## src/design/m4xf_pkg.sv

```systemverilog
// m4xf_pkg: types, constants and microcode rom of the 4x4 matrix transform unit
// no dependencies; used by the sequencer, the datapath and the top level
package m4xf_pkg;

	localparam logic signed [31:0] Q_ONE     = 32'sh0001_0000;
	localparam logic signed [63:0] RND_HALF  = 64'sh0000_0000_0000_8000;
	localparam logic signed [31:0] SAT_MAX   = 32'sh7fff_ffff;
	localparam logic signed [31:0] SAT_MIN   = 32'sh8000_0000;
	localparam int                 ACC_W     = 50;

	typedef enum logic [2:0] {
		OP_WR_CUR = 3'd0,
		OP_WR_OPD = 3'd1,
		OP_PREMUL = 3'd2,
		OP_XFORM  = 3'd3,
		OP_IDENT  = 3'd4
	} op_t;

	typedef enum logic [3:0] {
		U_FETCH   = 4'd0,
		U_TX      = 4'd1,
		U_TX_D1   = 4'd2,
		U_TX_D2   = 4'd3,
		U_TX_OUT  = 4'd4,
		U_PM      = 4'd5,
		U_PM_D1   = 4'd6,
		U_PM_D2   = 4'd7,
		U_PM_FLIP = 4'd8,
		U_ID      = 4'd9
	} upc_t;

	typedef enum logic [1:0] {
		J_GOTO = 2'd0,
		J_DISP = 2'd1,
		J_LOOP = 2'd2,
		J_WAIT = 2'd3
	} jmp_t;

	typedef struct packed {
		logic       rdy;
		logic       mac;
		logic       pm;
		logic       id_wr;
		logic       out_ld;
		logic       flip;
		jmp_t       jmp;
		logic [5:0] lim;
		upc_t       target;
	} uword_t;

	typedef struct packed {
		logic       rdy;
		logic       mac;
		logic       pm;
		logic       id_wr;
		logic       out_ld;
		logic       flip;
		logic [5:0] cnt;
	} ctl_t;

	typedef struct packed {
		logic       accept;
		logic [2:0] opcode;
		logic       out_busy;
	} stat_t;

	function automatic uword_t ucode(upc_t a);
		uword_t w;
		w        = '0;
		w.jmp    = J_GOTO;
		w.target = U_FETCH;
		unique case (a)
			U_FETCH: begin
				w.rdy = 1'b1;
				w.jmp = J_DISP;
			end
			U_TX: begin
				w.mac    = 1'b1;
				w.jmp    = J_LOOP;
				w.lim    = 6'd15;
				w.target = U_TX_D1;
			end
			U_TX_D1:  w.target = U_TX_D2;
			U_TX_D2:  w.target = U_TX_OUT;
			U_TX_OUT: begin
				w.out_ld = 1'b1;
				w.jmp    = J_WAIT;
			end
			U_PM: begin
				w.mac    = 1'b1;
				w.pm     = 1'b1;
				w.jmp    = J_LOOP;
				w.lim    = 6'd63;
				w.target = U_PM_D1;
			end
			U_PM_D1:   w.target = U_PM_D2;
			U_PM_D2:   w.target = U_PM_FLIP;
			U_PM_FLIP: w.flip   = 1'b1;
			U_ID: begin
				w.id_wr = 1'b1;
				w.jmp   = J_LOOP;
				w.lim   = 6'd15;
			end
			default: begin
				w.jmp = J_GOTO;
			end
		endcase
		return w;
	endfunction

endpackage

```

## src/design/m4xf_seq.sv

```systemverilog
// m4xf_seq: microcode sequencer, step register, loop counter and jump logic
// depends on m4xf_pkg
module m4xf_seq
	import m4xf_pkg::*;
(
	input  logic  clk,
	input  logic  arst_n,
	input  stat_t stat,
	output ctl_t  ctl
);

	upc_t       upc_q;
	logic [5:0] cnt_q;
	uword_t     w;

	always_comb begin
		w = ucode(upc_q);
	end

	assign ctl.rdy    = w.rdy;
	assign ctl.mac    = w.mac;
	assign ctl.pm     = w.pm;
	assign ctl.id_wr  = w.id_wr;
	assign ctl.out_ld = w.out_ld & ~stat.out_busy;
	assign ctl.flip   = w.flip;
	assign ctl.cnt    = cnt_q;

	always_ff @(posedge clk or negedge arst_n) begin
		if (!arst_n) begin
			upc_q <= U_FETCH;
			cnt_q <= '0;
		end else begin
			unique case (w.jmp)
				J_GOTO: upc_q <= w.target;
				J_DISP: begin
					cnt_q <= '0;
					if (stat.accept) begin
						unique case (stat.opcode)
							OP_PREMUL: upc_q <= U_PM;
							OP_XFORM:  upc_q <= U_TX;
							OP_IDENT:  upc_q <= U_ID;
							default:   upc_q <= U_FETCH;
						endcase
					end
				end
				J_LOOP: begin
					if (cnt_q == w.lim) begin
						cnt_q <= '0;
						upc_q <= w.target;
					end else begin
						cnt_q <= cnt_q + 6'd1;
					end
				end
				J_WAIT: begin
					if (!stat.out_busy) begin
						upc_q <= w.target;
					end
				end
				default: upc_q <= U_FETCH;
			endcase
		end
	end

endmodule

```

## config.mk

```make
export PLATFORM = sky130hd
export DESIGN_NAME = m4xf_seq
export DESIGN_NICKNAME = d
export VERILOG_FILES = /design/src/design/m4xf_pkg.sv /design/src/design/m4xf_seq.sv
export SDC_FILE = /design/constraint.sdc
export NUM_CORES = 1
export LEC_CHECK = 0
export ABC_CLOCK_PERIOD_IN_PS = 5110
export BUFFER_PORTS_ARGS = -buffer_cell sky130_fd_sc_hd__buf_4
export CAP_MARGIN = 20
export CORE_MARGIN = 4
export CORE_UTILIZATION = 55
export CTS_CLUSTER_SIZE = 40
export DETAILED_ROUTE_END_ITERATION = 10
export GPL_TIMING_DRIVEN = 0
export MAX_ROUTING_LAYER = met4
export PLACE_DENSITY_LB_ADDON = 0.15
export SYNTH_ARGS = -nofsm -noshare
export SYNTH_HDL_FRONTEND = slang
export SYNTH_SLANG_ARGS = --single-unit
export TNS_END_PERCENT = 10
```

## constraint.sdc

```tcl
create_clock -name clk -period 5.11 [get_ports clk]
set_input_delay 0 -clock clk [delete_from_list [all_inputs] [get_ports clk]]
set_output_delay 0 -clock clk [all_outputs]
set_load 0.02 [all_outputs]
```

; ---- After elaboration in Yosys (flattened, before gate mapping)
; Index checks and enable logic that the tools add are counted.
[op_classes]
add_sub_neg = 1
mul = 0
div_mod_pow = 0
magnitude_cmp = 0
eq_ne = 19
shift = 0
muxes = 16
n_bitwise = 2
reduce_logical = 7
[op_table]
columns = cell, count
row1 = $pmux 4 s6, 1
row2 = $pmux 6 s2, 2
row3 = $eq 4x3->1 const B, 4
row4 = $pmux 4 s4, 1
row5 = $mux 4, 3
row6 = $pmux 4 s3, 1
row7 = $eq 4x2->1 const B, 2
row8 = $eq 4x4->1 const B, 2
row9 = $add 6x1->6 const B, 1
row10 = $eq 3x2->1 const B, 2
row11 = $eq 6x6->1, 1
row12 = $mux 1, 6
row13 = $mux 6, 1
row14 = $ne 2x2->1 const B, 3
row15 = $pmux 2 s3, 1
row16 = $eq 2x2->1 const B, 2
row17 = $eq 4x1->1 const B, 1
row18 = $logic_not 4->1, 1
row19 = $reduce_or 2->1, 2
row20 = $eq 3x3->1 const B, 1
row21 = $reduce_and 3->1, 1
row22 = $reduce_or 3->1, 1
row23 = $eq 2x1->1 const B, 1
row24 = $logic_not 2->1, 1
row25 = 3 further kinds, 3
[totals]
reg_bits = 10
latchBits = 0
mem_bits_rw = 0
romBits = 0
inputBits = 7
out_inout_bits = 12
wordCells = 47
n_memories = 0

; ---- Longest topological paths before layout
[depth]
word_depth = 6
ltp_mapped = 9
ltp_nobuf = 8

; ---- Worst setup path before layout
; OpenSTA, ideal clock, no wires.
[synth_path]
path_type = flip-flop to flip-flop
from = register upc_q[3]
to = register upc_q[0]
setup_ns = 0.128
arrival_ns = 1.906
required_time_ns = 4.982
slack_ns = 3.076
stages_incl_launch_ff = 9
n_path_buf = 1
synth_period_minus_slack_ns = 2.034
cell_sequence = dfrtp_1 > buf_4 > nand2b_1 > a21oi_1 > inv_1 > ha_1 > a22oi_1 > a21boi_4 > mux2_1
[synth_via]
elab_chain_cells = 6
word_cells_on_any_way = 26
[synth_lines]
columns = element, line_no
row1 = "start, declared", m4xf_seq.sv:12  ; upc_t upc_q;
row2 = "start signal, assigned", m4xf_seq.sv:34  ; J_GOTO: upc_q <= w.target;
row3 = "start signal, assigned", m4xf_seq.sv:49  ; upc_q <= w.target;
row4 = "start signal, assigned", m4xf_seq.sv:56  ; upc_q <= w.target;
row5 = $eq 4x4->1 (tied with other cells), m4xf_pkg.sv:72  ; unique case (a)
row6 = $reduce_or 2->1 (no line) / $reduce_or 3->1 (equally long branches), n/a
row7 = $pmux 6 s2 / $pmux 2 s3 (equally long branches), m4xf_pkg.sv:72
row8 = $eq 6x6->1 (tied with other cells), m4xf_seq.sv:47  ; if (cnt_q == w.lim) begin
row9 = $ne 2x2->1 (no line), n/a
row10 = $reduce_and 3->1 (no line), n/a
; Several ways; a longest one is shown, not always the timed one. The select of a mux whose other input is x is not followed.
; A chain may end at the register's enable or synchronous reset.

; ---- Worst setup path after layout
[layout_path]
from = register upc_q[2]
to = register upc_q[3]
; Same word-level chain as after synthesis.

==> out/metrics.csv <==
metric,value,unit
"CTS clk-pin slew, worst paths",0.07,ns
routed wire length,1740,um
Startpoint Class,flop,
post-synthesis mux area share,7.15,%
post-synth cell types,37,
die height,45.4,um
GRT Util Overall,19.7,%
gr ovfl total,0,
Setup crit end kind,flop,
ant diodes,0,
Max Cap Viol,0,
CTS sink count,10,
syn nets,101,
cts repair resizes,0,
Worst Path Max Fanout,9,
XOR/XNOR share of the synthesized area,1.14,%
Clock Path Buffers,2,
first-pass GRT wire length,2860,um
"most common cell after layout, fill and taps aside",buf_4,
Yosys top cell area share,32.5,%
drt drc,0,
placement row count,13,
"EDFF count, synth",0,
design area,970,um^2
CP required,5.26,ns
Main synth FF type,dfrtp_1,
Port Buf Inserts,18,
Top Ports,19,
Detail Route Antenna Nets,0,
final hold violation count,0,
PwrDens,511,nW/um^2
"commonest non-fill, non-tap cells in the layout","19 x buf_4, 10 x dfrtp_1, 9 x inv_1, 8 x nand2_1, 7 x nor2_1",
CTS tree,yes,
dpl cell area,923,um^2
fill count,101,
antenna violations before repair,0,
setup_tns,0,ns
Slew HR,73.3,%
Adder-Cell Fraction of Synth Area,6.50,%
NumNets Final,125,
final setup violation count,0,
Min-Delay Path Class,in2async,
Initial Util,58.4,%
average vias per placed instance,5.81,
cell area after synthesis,769,um^2
largest family of logic cells by synthesized area,simple AND/OR/NAND/NOR gates,
R2R cell count,7,
cell count after synthesis,90,
core region area,1320,um^2
Mean Syn Cell Area,8.55,um^2
largest area contributor in the netlist,dfrtp_1,
Worst Tran Pin Value,0.400,ns
Tmin final,2.32,ns
Num CTS Buffers,3,
Die ar.,2060,um^2
Max VDD drop,0.409,mV
Final Cycle Share,45.3,%
simple-gate share of the synthesized area,24.7,%
largest net degree at the start of global routing,11,
Initial DRC Count,23,
layout cell share with drive strength beyond 1,26.5,%
Fin Clk Skew,0.00605,ns
Yosys reg bits,10,
RSZ-0062 raised after global routing,false,
Avg WL per Cell,13.6,um
Leak Pwr,0.468,nW
Die Wd,45.4,um
clk root buf,clkbuf_4,
Vias,744,
CP arrival,2.47,ns
register area share after synthesis,32.5,%
vias in the first global route,615,
WS Path Type,reg2reg,
# H-tree levels,1,
fraction of registers with async set/reset,100,%
Clock Latency Late Sink,0.27,ns
outcome,"complete, no violations",
First-pass DRT Iterations,4,
Placer Congestion,0.755,
post-synthesis compound-gate area fraction,20.8,%
synth top area cells,"dfrtp_1 33%, ha_1 6.5%, inv_1 4.4%",
Layout area overhead,26.0,%
DP HPWL,1250,um
Syn. warnings,0,
Max Clk Rate,0.432,GHz
"Slew Viols, Final",0,
-- routing by layer --
| layer | track usage, % | part of all wire (%) | vias to the layer above |
|---|---|---|---|
| met5 | - | 0 | - |
| met4 | 8.77 | 2.1 | 0 |
| met3 | 2.77 | 6.1 | 5 |
| met2 | 26.2 | 42 | 28 |
| met1 | 29.1 | 50 | 340 |
| li1 | - | - | 371 |
-- sequential cells by signal, summed over array words and instances (netlist names) --
signal	flops
cnt_q	6
upc_q	4
-- cell usage after synthesis (all sizes together) (2+ instances only) --
library cell  number
a21boi             2
a21oi              3
buf                3
dfrtp             10
ha                 4
inv                9
mux2               4
nand2              8
nand2b             4
nand3              6
nand4              2
nor2               7
nor3               4
o21ai              2
o22ai              3
o31ai              3
-- stage by stage --
stage / std cells / worst slack (ns) / util [%] / hold WS, ns / total power [mW]
final: 128 / 2.79 / 73.6 / 0.0831 / 0.495
after global routing: 128 / 2.64 / 73.6 / 0.0908 / 0.532
after CTS: 128 / 2.81 / 73.6 / 0.0924 / 0.491
after detailed placement: 123 / 2.85 / 70.1 / -0.162 / 0.414
after global placement: 123 / 2.90 / 70.1 / -0.165 / 0.407
after floorplan: 90 / 3.08 / - / -0.296 / 0.334
-- power by group --
| part | internal (mW) | total (mW) | leakage [nW] | switching (mW) |
|---|---|---|---|---|
| Clock | 0.0433 | 0.0740 | 0.0210 | 0.0307 |
| Sequential | 0.0919 | 0.108 | 0.138 | 0.0158 |
| Combinational | 0.124 | 0.314 | 0.310 | 0.189 |
| Total | 0.260 | 0.495 | 0.468 | 0.236 |
-- worst max-delay path: stages (launching register included) --
cell	delay (ns)
dfrtp_1	0.49
nand2b_1	0.21
a21oi_1	0.27
inv_1	0.08
ha_1	0.27
a22oi_1	0.27
a21boi_4	0.27
mux2_1	0.34
-- timing repair --
action | CTS | global route
hold buffers | 1 | 0
buffers inserted | 0 | 0
hold endpoints to repair | 10 | 0
-- path summary, 6_finish.rpt --
check | from | end | slack (ns)
hold reg to reg | cnt_q[0]$_DFFE_PN0P_ | cnt_q[0]$_DFFE_PN0P_ | 0.60
max in group asynchronous | arst_n | cnt_q[4]$_DFFE_PN0P_ | 4.88
min in group clk | stat[3] | upc_q[3]$_DFFE_PN0P_ | 0.09
hold / removal | arst_n | upc_q[2]$_DFFE_PN0P_ | 0.08
setup / recovery | upc_q[2]$_DFFE_PN0P_ | upc_q[3]$_DFFE_PN0P_ | 2.79
setup reg to reg | upc_q[2]$_DFFE_PN0P_ | upc_q[3]$_DFFE_PN0P_ | 2.79
-- final cells by class --
type | instances | area, um^2 | share of cell area, %
flip-flops and latches | 10 | 250 | 25.8
well taps | 15 | 18.8 | 1.94
multi-input cells | 67 | 464 | 47.9
repair buffers | 19 | 145 | 15.0
inverters | 9 | 33.8 | 3.48
clock buffers | 4 | 36.3 | 3.74
plain buffers | 4 | 21.3 | 2.19
-- logic make-up after synthesis --
kind of cell,after synthesis
buf+inv,13
fa+ha+maj,4
mux,5
simple gates,37
flops,10
compound gates,20
xor+xnor,1
No activity file was read; power rests on OpenSTA's default activity.
